## src/rtl/core/wsfd_pkg.sv

```systemverilog
// Shared types and constants for the WebSocket frame deframer.
// Depends on nothing; imported by wsfd_parser and the top level.
package wsfd_pkg;

    typedef enum logic [2:0] {
        PH_HEAD1   = 3'd0,
        PH_HEAD2   = 3'd1,
        PH_EXTLEN  = 3'd2,
        PH_MASK    = 3'd3,
        PH_PAYLOAD = 3'd4
    } t_phase;

    localparam logic [6:0] LEN_MASK    = 7'h7f;
    localparam logic [3:0] OPCODE_MASK = 4'h0f;
    localparam logic [6:0] LEN_CODE_16 = 7'd126;
    localparam logic [6:0] LEN_CODE_64 = 7'd127;
    localparam logic [3:0] EXT_BYTES_16 = 4'd2;
    localparam logic [3:0] EXT_BYTES_64 = 4'd8;
    localparam logic [3:0] KEY_BYTES    = 4'd4;

    typedef struct packed {
        logic       valid;
        logic [7:0] data_byte;
        logic [3:0] frame_opcode;
        logic       frame_end;
        logic       message_end;
        logic       empty_frame;
    } t_result;

endpackage

```

## src/rtl/core/websocket_frame_deframer_unit.sv

```systemverilog
// WebSocket frame deframer: input register, header parser and result register.
// Depends on wsfd_pkg and wsfd_parser.
//
// Usage:
//   Slave channel (i_s_tvalid/o_s_tready/i_s_tdata) takes the received byte
//   stream, one byte per request. Master channel (o_m_tvalid/i_m_tready)
//   gives one request per payload byte, plus one empty request for each
//   zero-length frame; header, length and key bytes give none.
//   o_m_tdata carries the unmasked byte and the frame opcode, o_m_tlast
//   marks the last byte of a frame, o_m_tuser flags message end and an
//   empty frame.
//   Path: an accepted byte waits in the input register, is parsed once the result
//   register is free, and its result is registered in the result register,
//   which drives the master channel.
//   Throughput: one byte per cycle while the result register is free; the parser's
//   next state, the 64-bit length count compare and the key select are combinational.
//   Reset (synchronous, active low) empties both registers and returns the
//   parser to the first header byte.
//   When the receiver stalls, the result register holds; the input register
//   still fills if empty, so at most one further byte is taken before o_s_tready drops.
module websocket_frame_deframer_unit
    import wsfd_pkg::*;
(
    input  logic        i_clk,
    input  logic        i_rst_n,
    input  logic        i_s_tvalid,
    output logic        o_s_tready,
    input  logic [7:0]  i_s_tdata,   // [7:0] rx_byte
    output logic        o_m_tvalid,
    input  logic        i_m_tready,
    output logic [15:0] o_m_tdata,   // [7:0] data_byte, [11:8] frame_opcode, [15:12] zero
    output logic        o_m_tlast,   // frame_end
    output logic [1:0]  o_m_tuser    // [0] message_end, [1] empty_frame
);

    logic       r_in_valid;
    logic [7:0] r_in_byte;
    logic       step;
    logic       out_free;
    t_result    res;
    t_result    r_out;

    assign out_free   = !r_out.valid || i_m_tready;
    assign step       = r_in_valid && out_free;
    assign o_s_tready = !r_in_valid || step;

    always_ff @(posedge i_clk) begin
        if (!i_rst_n) begin
            r_in_valid <= 1'b0;
        end else if (o_s_tready) begin
            r_in_valid <= i_s_tvalid;
        end
    end

    always_ff @(posedge i_clk) begin
        if (o_s_tready && i_s_tvalid) begin
            r_in_byte <= i_s_tdata;
        end
    end

    wsfd_parser u_parser (
        .i_clk   (i_clk),
        .i_rst_n (i_rst_n),
        .i_step  (step),
        .i_byte  (r_in_byte),
        .o_res   (res)
    );

    // advance the result register whenever it is free; drop empty steps
    always_ff @(posedge i_clk) begin
        if (!i_rst_n) begin
            r_out <= '0;
        end else if (out_free) begin
            r_out <= res;
        end
    end

    assign o_m_tvalid = r_out.valid;
    assign o_m_tdata  = {4'd0, r_out.frame_opcode, r_out.data_byte};
    assign o_m_tlast  = r_out.frame_end;
    assign o_m_tuser  = {r_out.empty_frame, r_out.message_end};

endmodule

```

## src/rtl/core/wsfd_parser.sv

```systemverilog
// Frame header parser and payload unmasking for one byte per step.
// Depends on wsfd_pkg; instantiated by websocket_frame_deframer_unit.
module wsfd_parser
    import wsfd_pkg::*;
(
    input  logic       i_clk,
    input  logic       i_rst_n,
    input  logic       i_step,
    input  logic [7:0] i_byte,
    output t_result    o_res
);

    t_phase      r_phase, n_phase;
    logic [7:0]  r_first_header, n_first_header;
    logic        r_mask_present, n_mask_present;
    logic [3:0]  r_left, n_left;
    logic [63:0] r_length, n_length;
    logic [63:0] r_received, n_received;
    logic [7:0]  r_key [4];
    logic [1:0]  r_mask_pos, n_mask_pos;
    logic        key_we;
    logic [1:0]  key_idx;
    logic [6:0]  len_code;
    logic [3:0]  left_dec;
    logic [63:0] recv_inc;
    logic        fin;

    assign len_code = i_byte[6:0] & LEN_MASK;
    assign left_dec = (r_left != 4'd0) ? r_left - 4'd1 : r_left;
    assign recv_inc = r_received + 64'd1;
    assign key_idx  = 2'd0 - r_left[1:0];
    assign fin      = r_first_header[7];

    always_comb begin
        n_phase        = r_phase;
        n_first_header = r_first_header;
        n_mask_present = r_mask_present;
        n_left         = r_left;
        n_length       = r_length;
        n_received     = r_received;
        n_mask_pos     = r_mask_pos;
        key_we         = 1'b0;
        o_res              = '0;
        o_res.frame_opcode = r_first_header[3:0] & OPCODE_MASK;
        case (r_phase)
            PH_HEAD2: begin
                n_mask_present = i_byte[7];
                n_mask_pos     = 2'd0;
                n_received     = '0;
                n_length       = '0;
                if (len_code == LEN_CODE_16) begin
                    n_left  = EXT_BYTES_16;
                    n_phase = PH_EXTLEN;
                end else if (len_code == LEN_CODE_64) begin
                    n_left  = EXT_BYTES_64;
                    n_phase = PH_EXTLEN;
                end else begin
                    n_length = {57'd0, len_code};
                    if (i_byte[7]) begin
                        n_phase = PH_MASK;
                        n_left  = KEY_BYTES;
                    end else if (len_code == 7'd0) begin
                        n_phase           = PH_HEAD1;
                        o_res.valid       = 1'b1;
                        o_res.frame_end   = 1'b1;
                        o_res.message_end = fin;
                        o_res.empty_frame = 1'b1;
                    end else begin
                        n_phase = PH_PAYLOAD;
                    end
                end
            end
            PH_EXTLEN: begin
                n_length = {r_length[55:0], i_byte};
                n_left   = left_dec;
                if (left_dec == 4'd0) begin
                    if (r_mask_present) begin
                        n_phase = PH_MASK;
                        n_left  = KEY_BYTES;
                    end else if (n_length == 64'd0) begin
                        n_phase           = PH_HEAD1;
                        o_res.valid       = 1'b1;
                        o_res.frame_end   = 1'b1;
                        o_res.message_end = fin;
                        o_res.empty_frame = 1'b1;
                    end else begin
                        n_phase = PH_PAYLOAD;
                    end
                end
            end
            PH_MASK: begin
                key_we = 1'b1;
                n_left = left_dec;
                if (left_dec == 4'd0) begin
                    n_mask_pos = 2'd0;
                    if (r_length == 64'd0) begin
                        n_phase           = PH_HEAD1;
                        o_res.valid       = 1'b1;
                        o_res.frame_end   = 1'b1;
                        o_res.message_end = fin;
                        o_res.empty_frame = 1'b1;
                    end else begin
                        n_phase = PH_PAYLOAD;
                    end
                end
            end
            PH_PAYLOAD: begin
                o_res.valid     = 1'b1;
                o_res.data_byte = i_byte;
                if (r_mask_present) begin
                    o_res.data_byte = i_byte ^ r_key[r_mask_pos];
                    n_mask_pos      = r_mask_pos + 2'd1;
                end
                n_received        = recv_inc;
                o_res.frame_end   = (recv_inc >= r_length);
                o_res.message_end = o_res.frame_end & fin;
                if (o_res.frame_end) begin
                    n_phase = PH_HEAD1;
                end
            end
            default: begin
                // first header byte; undefined phases land here too
                n_first_header = i_byte;
                n_phase        = PH_HEAD2;
            end
        endcase
        if (!i_step) begin
            o_res.valid = 1'b0;
        end
    end

    always_ff @(posedge i_clk) begin
        if (!i_rst_n) begin
            r_phase        <= PH_HEAD1;
            r_first_header <= '0;
            r_mask_present <= 1'b0;
            r_left         <= '0;
            r_length       <= '0;
            r_received     <= '0;
            r_mask_pos     <= '0;
        end else if (i_step) begin
            r_phase        <= n_phase;
            r_first_header <= n_first_header;
            r_mask_present <= n_mask_present;
            r_left         <= n_left;
            r_length       <= n_length;
            r_received     <= n_received;
            r_mask_pos     <= n_mask_pos;
        end
    end

    always_ff @(posedge i_clk) begin
        if (i_step && key_we) begin
            r_key[key_idx] <= i_byte;
        end
    end

    a_extlen_count: assert property (@(posedge i_clk) disable iff (!i_rst_n)
        r_phase == PH_EXTLEN |-> r_left != 4'd0)
        else $error("extended length phase with no bytes due");

    a_mask_phase: assert property (@(posedge i_clk) disable iff (!i_rst_n)
        r_phase == PH_MASK |-> r_mask_present && r_left != 4'd0)
        else $error("mask key phase entered without mask flag or count");

    a_empty_result: assert property (@(posedge i_clk) disable iff (!i_rst_n)
        o_res.valid && o_res.empty_frame |-> o_res.frame_end && o_res.data_byte == 8'd0)
        else $error("empty frame result malformed");

    a_frame_close: assert property (@(posedge i_clk) disable iff (!i_rst_n)
        i_step && o_res.valid && o_res.frame_end |=> r_phase == PH_HEAD1)
        else $error("parser did not return to header after frame end");

endmodule

```

## config.mk

```make
export PLATFORM = sky130hd
export DESIGN_NAME = websocket_frame_deframer_unit
export DESIGN_NICKNAME = d
export VERILOG_FILES = /design/src/rtl/core/wsfd_pkg.sv /design/src/rtl/core/websocket_frame_deframer_unit.sv /design/src/rtl/core/wsfd_parser.sv
export SDC_FILE = /design/constraint.sdc
export NUM_CORES = 1
export LEC_CHECK = 0
export ABC_AREA = 1
export BUFFER_PORTS_ARGS = -buffer_cell sky130_fd_sc_hd__buf_2
export CAP_MARGIN = 20
export CORE_MARGIN = 8
export CORE_UTILIZATION = 26
export DETAILED_ROUTE_END_ITERATION = 12
export GPL_TIMING_DRIVEN = 0
export SLEW_MARGIN = 10
export SYNTH_ARGS = -nofsm -noshare
export SYNTH_HDL_FRONTEND = slang
export SYNTH_SLANG_ARGS = --single-unit
```

## constraint.sdc

```tcl
create_clock -name i_clk -period 3.25 [get_ports i_clk]
set_clock_uncertainty 0.2 [all_clocks]
set_input_delay 0.4875 -clock i_clk [delete_from_list [all_inputs] [get_ports i_clk]]
set_output_delay 0.4875 -clock i_clk [all_outputs]
set_load 0.05 [all_outputs]
```

==> results of run 1 <==
per-stage QoR:
stage | cells | instance area, sq um | power (mW) | hold WS [ns] | utilization
floorplan | 1656 | 11830 | 2.944 | 0.2529 | -
global placement | 2284 | 12720 | 3.067 | 0.2551 | 0.2822
detailed placement | 2284 | 12720 | 3.071 | 0.2557 | 0.2822
CTS | 2360 | 14060 | 6.038 | 0.05560 | 0.3119
global route | 2379 | 14720 | 6.207 | 0.07289 | 0.3265
finish | 2379 | 14720 | 5.987 | 0.08184 | 0.3265
state kept, by name (all words and copies together) (netlist names), named ones only:
signal,count
u_parser.r_length,64
u_parser.r_received,64
u_parser.r_key,32
o_m_tdata,12
r_in_byte,8
u_parser.r_first_header,5
u_parser.r_left,4
u_parser.r_phase,3
o_m_tuser,2
u_parser.r_mask_pos,2
o_m_tlast,1
o_m_tvalid,1
r_in_valid,1
u_parser.r_mask_present,1
worst max-delay path by stage:
stage | cells after the start | end | startpoint
after floorplan | 20 | o_m_tlast$_SDFFE_PN0P_ | u_parser.r_received[0]$_SDFFE_PN0P_
after detailed placement | 20 | o_m_tlast$_SDFFE_PN0P_ | u_parser.r_received[0]$_SDFFE_PN0P_
after global placement | 20 | o_m_tlast$_SDFFE_PN0P_ | u_parser.r_received[0]$_SDFFE_PN0P_
after CTS | 20 | o_m_tlast$_SDFFE_PN0P_ | u_parser.r_received[0]$_SDFFE_PN0P_
final | 21 | o_m_tlast$_SDFFE_PN0P_ | u_parser.r_received[4]$_SDFFE_PN0P_
after global routing | 21 | o_m_tlast$_SDFFE_PN0P_ | u_parser.r_received[4]$_SDFFE_PN0P_
logic make-up after synthesis:
kind of cell	after synthesis
AND/OR/NAND/NOR	744
XOR/XNOR	52
flip-flops	202
buffers and inverters	319
adder cells (fa/ha/maj)	70
other	1
AO/OA/AOI/OAI	265
what timing repair did:
action                                  in CTS  in global routing
resized for setup                           57                133
hold buffers                                 8                  0
endpoints found under the setup margin       5                  5
pin swaps                                   27                 52
setup buffers                               24                 19
hold endpoints to repair                     8                  0
cells in the final DEF (no fill, tap or decap), types with 6 or more instances in the layout:
master,netlist,final
nand2_4,1,10
o21ai_1,5,7
nand3_2,3,9
clkbuf_1,25,29
clkbuf_16,0,25
nor2_2,8,9
buf_4,5,45
a21oi_1,126,125
buf_2,15,43
xor2_2,1,6
nor3_4,1,14
nor2_1,187,173
nand2_2,8,28
inv_1,248,243
dfxtp_2,0,28
nor3_1,31,13
dfxtp_1,162,124
ha_1,70,65
nor2_4,7,20
o21ai_0,50,48
nor3_2,10,15
dfxtp_4,0,10
edfxtp_1,40,40
inv_2,21,24
nand4_1,43,43
xor2_1,42,37
o22ai_1,65,65
nand2_1,358,329
dlygate4sd3_1,0,8
nand3_1,62,53
xnor2_1,7,7
synthesized netlist by cell type, drive strengths merged, types with 40 or more instances:
cell    number  area share
a21oi      129       0.056
dfxtp      162        0.27
edfxtp      40        0.10
ha          70       0.074
inv        269       0.085
nand2      367        0.12
nand3       66       0.030
nand4       43       0.023
nor2       202       0.070
nor3        42       0.023
o21ai       55       0.023
o22ai       65       0.034
xor2        43       0.033
where the power goes:
group / internal (mW) / switching [mW] / total (mW)
Sequential: 2.58 / 0.0346 / 2.62
Combinational: 0.112 / 0.299 / 0.411
Clock: 1.89 / 1.07 / 2.96
Total: 4.59 / 1.40 / 5.99
cell type report:
cell class                      count  area [sq um]
Clock inverter                     10         180.2
Multi-Input combinational cell   1135          6774
Sequential cell                   202          4517
Fill cell                        4776         30370
Tap cell                          600         750.7
Inverter                          269          1017
Clock buffer                       34         700.7
Timing Repair Buffer               79         554.3
Buffer                             50         225.2
metal layers:
metal / part of all wire / up-vias / track usage
met5: 0 / - / 0
met4: 0.024 / 0 / 0.02989
met3: 0.062 / 58 / 0.01854
met2: 0.48 / 317 / 0.2203
met1: 0.44 / 5338 / 0.1686
li1: - / 5588 / -
worst max-delay path, delay by kind of cell, from the launching register on:
family | cells | cell delay, ns
buffers and inverters | 1 | 0.06
DFF | 1 | 0.38
adders and majority gates | 1 | 0.28
and+or+nand+nor | 18 | 2.33
AOI/OAI and AO/OA | 1 | 0.11
==> run metrics, run 1 <==
run status=complete, but fails checks; violated checks=negative setup slack; post-place setup slack=-0.9711 ns; netlist area before placement=11810 sq um; count of max-cap constraint violations=0; total clock buffers created by CTS=24; unrepaired setup endpoints after global routing=yes; count of distinct cell types in the synthesized netlist=52; xor-xnor portion of the synthesized cell area=0.04046; effective utilization at floorplan=0.2620; Worst setup SP type=register; fraction of the mapped netlist area in adder cells=0.07414; total gr overflow=0; slew at the pin with the worst max-slew slack=0.8447 ns; initial antenna violation count=0; Routed WL per cell=14.95 microns; required time of the worst setup path=3.49 ns; worst-case register-to-register setup slack=-0.21 ns; Ant. Diodes=0; Setup Viol. Count Final=5; buffers added on ports=28; first-pass iteration count of the detailed router=6; final net count=1843; # clock sinks=202; clock tree root buffer cell=clkbuf_16; fin crit share=1.064; Std-Cell Rows=78; wire length of the first global-routing pass=56360 microns; Reg2Reg Launch Point=u_parser.r_received[4]$_SDFFE_PN0P_; minimum clock period=3.459 ns; first-iteration detailed-routing DRC count=856; overall die area=52510 sq um; area of the core=45090 sq um; ANT nets after route=0; number of levels the H-tree was split into=1; insertion delay to the later sink of the worst-skew pair=0.52 ns; arrival time at the worst endpoint=3.70 ns; deepest clock path buffer count=3; Final Slew Violations=0; number of flops mapped to enable cells by yosys=40; peak supply drop=292.9 uV; basic-gate share of the synthesized area counting and, or, nand and nor cells=0.2807; delay contributed by the slowest stage of the critical path=0.38 ns; dominant synthesized flop cell=dfxtp_1; via count of the first global-routing pass=10720; post-route setup TNS=-0.8678 ns; portion of netlist area occupied by mux cells=0; die outline height=229.2 microns; Slew headroom=0.4368; Detail Placement HPWL=26630 microns; Layout area overhead=24.61%; cell with the largest stage delay on the worst path=dfxtp_4; highest clock rate=0.2891 GHz; post-CTS clock slew at the launch and capture registers of the worst setup and hold paths=0.06 ns; CP most frequent cell=nand2_2; io pins=33; classification of the worst setup path=register to register; Final Routed Wirelength=35560 microns; sink of the worst hold path=u_parser.r_first_header[0]$_SDFFE_PN0P_; global-route usage over all layers=0.1286; average vias per placed instance=4.750; share of post-route cells with drive strength above 1=0.1883; CP Capture Type=register; power per cell area=406.7 nW/um^2; vias after detailed routing=11300; TritonCTS clock tree=built; largest family of logic cells by synthesized area=simple AND/OR/NAND/NOR gates; share of the synthesized area in compound gates (AO/OA/AOI/OAI)=0.1236; largest net degree at the start of global routing=15; Hold Path Origin=i_rst_n; Async SR Flop Fraction=0; total of warnings raised by yosys=0; final weighted congestion of routability-driven global placement=0.9221; average cell area after synthesis=7.146 sq um; post-synthesis sequential area ratio=0.3762; floorplan die width=229.2 microns; min setup slack post-route=-0.2090 ns; leakage power summed over all cells=6.028 nW; count of mapped cells out of synthesis=1653; Final Hold Fails=0; cells traversed along the worst timing path=inv_6 > nor3_4 > nand2_2 > nor2_4 > nand3_4 > nor2_4 > nand2_4 > nor2_4 > nand3_2 > and2_4 > ha_4 > nand2_4 > nor2_4 > nand4_1 > nor4_4 > nand2_2 > nand2_2 > nand2_2 > nand2_2 > nand2_1 > a21oi_1; post-synthesis sequential element count=202; logic depth of the worst register-to-register path=21; worst hold path stage count=3; Max Fanout on Critical Path=5; Hold/Removal Path Class=input port to register; DR DRC count=0; endpoint of the worst register-to-register path=o_m_tlast$_SDFFE_PN0P_
No activity file was read; power rests on OpenSTA's default activity.
==> run 2: changes to the inputs <==
--- a/config.mk
+++ b/config.mk
@@ -8,6 +8,7 @@
 export ABC_AREA = 1
 export BUFFER_PORTS_ARGS = -buffer_cell sky130_fd_sc_hd__buf_2
 export CAP_MARGIN = 20
+export CORE_ASPECT_RATIO = 0.6
 export CORE_MARGIN = 8
 export CORE_UTILIZATION = 26
 export DETAILED_ROUTE_END_ITERATION = 12
==> run 2 against run 1 <==
Net effect: critical path depth rose by 1; count of clock-buffer cells in the layout fell by 7; fmax decreased by 3.2%; the flow still finishes with violations (negative setup slack); largest power group unchanged; setup slack got worse by 0.11 ns.
==> run metrics, run 2 (synthesized netlist as in run 1, its figures left out) <==
total gr overflow=0; largest net degree at the start of global routing=16; average vias per placed instance=4.915; insertion delay to the later sink of the worst-skew pair=0.54 ns; Ant. Diodes=0; run status=complete, but fails checks; area of the core=44820 sq um; peak supply drop=377.0 uV; first-pass iteration count of the detailed router=5; effective utilization at floorplan=0.2636; violated checks=negative setup slack; vias after detailed routing=11690; leakage power summed over all cells=6.192 nW; global-route usage over all layers=0.1426; via count of the first global-routing pass=10440; Hold/Removal Path Class=input port to register; endpoint of the worst register-to-register path=o_m_tuser[0]$_SDFFE_PN0P_; min setup slack post-route=-0.3229 ns; unrepaired setup endpoints after global routing=yes; deepest clock path buffer count=3; overall die area=52730 sq um; arrival time at the worst endpoint=3.84 ns; Final Slew Violations=0; Max Fanout on Critical Path=4; logic depth of the worst register-to-register path=22; initial antenna violation count=1; final weighted congestion of routability-driven global placement=0.9819; clock tree root buffer cell=clkbuf_16; Worst Setup SP=u_parser.r_received[0]$_SDFFE_PN0P_; Hold Path Origin=i_s_tvalid; post-route setup TNS=-1.527 ns; required time of the worst setup path=3.52 ns; die outline height=181.1 microns; fin crit share=1.099; number of levels the H-tree was split into=1; leading registers by flop count=u_parser.r_length: 64 flops, u_parser.r_received: 64 flops, u_parser.r_key: 32 flops; DR DRC count=0; worst-case register-to-register setup slack=-0.32 ns; CP Capture Type=register; io pins=33; floorplan die width=291.2 microns; Final Hold Fails=0; final net count=1856; first-iteration detailed-routing DRC count=1438; Layout area overhead=25.84%; sink of the worst hold path=r_in_valid$_SDFFE_PN0N_; Detail Placement HPWL=30020 microns; # clock sinks=202; power per cell area=399.5 nW/um^2; Final Routed Wirelength=40080 microns; wire length of the first global-routing pass=59910 microns; highest clock rate=0.2799 GHz; total clock buffers created by CTS=22; Routed WL per cell=16.85 microns; buffers added on ports=28; minimum clock period=3.573 ns; Reg2Reg Launch Point=u_parser.r_received[0]$_SDFFE_PN0P_; count of max-cap constraint violations=0; share of post-route cells with drive strength above 1=0.1968; Std-Cell Rows=60; most common cell after layout, fill and taps aside=nand2_1; classification of the worst setup path=register to register; ANT nets after route=0; Setup Viol. Count Final=5; commonest non-fill, non-tap cells in the layout=nand2_1 (332), inv_1 (245), nor2_1 (164); Slew headroom=0.3039; post-CTS clock slew at the launch and capture registers of the worst setup and hold paths=0.07 ns; Worst setup SP type=register; TritonCTS clock tree=built; total design power=5.939 mW; worst hold path stage count=3; slew at the pin with the worst max-slew slack=1.044 ns
## run 2: changes by cell type in the layout (fill, tap and decap cells not counted), sizes merged
cell / previous run / this run
buf: 96 / 111
clkbuf: 59 / 52
clkinv: 3 / 4
clkinvlp: 2 / 3
## run 2: timing repair
item | CTS | global route
endpoints found under the setup margin | 5 | 5
resized for setup | 98 | 101
hold endpoints to repair | 8 | 0
buffers inserted | 37 | 21
hold buffers | 8 | 0
pin swaps | 38 | 42
## run 2: worst max-delay path by stage
stage	endpoint	cells after the start	slack, ns
after floorplan	o_m_tlast$_SDFFE_PN0P_	20	0.02
after global placement	o_m_tuser[0]$_SDFFE_PN0P_	20	-0.92
after detailed placement	o_m_tuser[0]$_SDFFE_PN0P_	20	-0.93
after CTS	o_m_tlast$_SDFFE_PN0P_	21	-0.20
after global routing	o_m_tuser[0]$_SDFFE_PN0P_	24	-0.47
final	o_m_tuser[0]$_SDFFE_PN0P_	22	-0.32
## run 2: power breakdown
group | internal [mW] | switching, mW | leakage [nW]
clock network | 1.74 | 1.13 | 0.390
logic | 0.121 | 0.326 | 4.11
registers | 2.58 | 0.0367 | 1.69
## run 2: routing by layer
metal / vias to the layer above / track usage / wire length, microns
met5: - / 0 / 0
met4: 0 / 0.02683 / 813
met3: 61 / 0.04958 / 5013
met2: 530 / 0.1801 / 14780
met1: 5495 / 0.2236 / 19470
li1: 5601 / - / -
## run 2: worst max-delay path, cell delays in order, from the launching register on
cell and delay, ns:
dfxtp_4 0.39, ha_4 0.17, inv_4 0.04, nor3_4 0.16, buf_6 0.13, nand3_4 0.07
nor2_4 0.14, buf_4 0.14, buf_4 0.13, xor2_1 0.23, ha_1 0.18, nand4_1 0.15
nor2_1 0.21, nand3_1 0.25, nor2_1 0.19, nor2_2 0.07, nand2_4 0.11, nand2_1 0.10
nand2_1 0.09, nand2_2 0.06, nand2_2 0.10, nand2_1 0.07, a21oi_2 0.12
## run 2: area by class of cell
type                       instances  area, sq um
fill                            4672        29950
sequential                       202         4496
clock inverter                    12        209.0
inverter                         269         1017
timing repair buffer              94        670.6
buffer                            50        225.2
tap                              589        737.0
multi-input combinational       1135         6900
clock buffer                      27        610.6
## run 2: per-stage QoR
stage	utilization	cell area (sq um)	worst slack, ns	std cells	hold WS [ns]
after floorplan	-	11830	0.01717	1656	0.2529
after global placement	0.2836	12710	-0.9179	2273	0.2601
after detailed placement	0.2836	12710	-0.9308	2273	0.2583
after CTS	0.3184	14270	-0.2023	2357	0.05466
after global routing	0.3317	14870	-0.4733	2378	0.07346
final	0.3317	14870	-0.3229	2378	0.06841
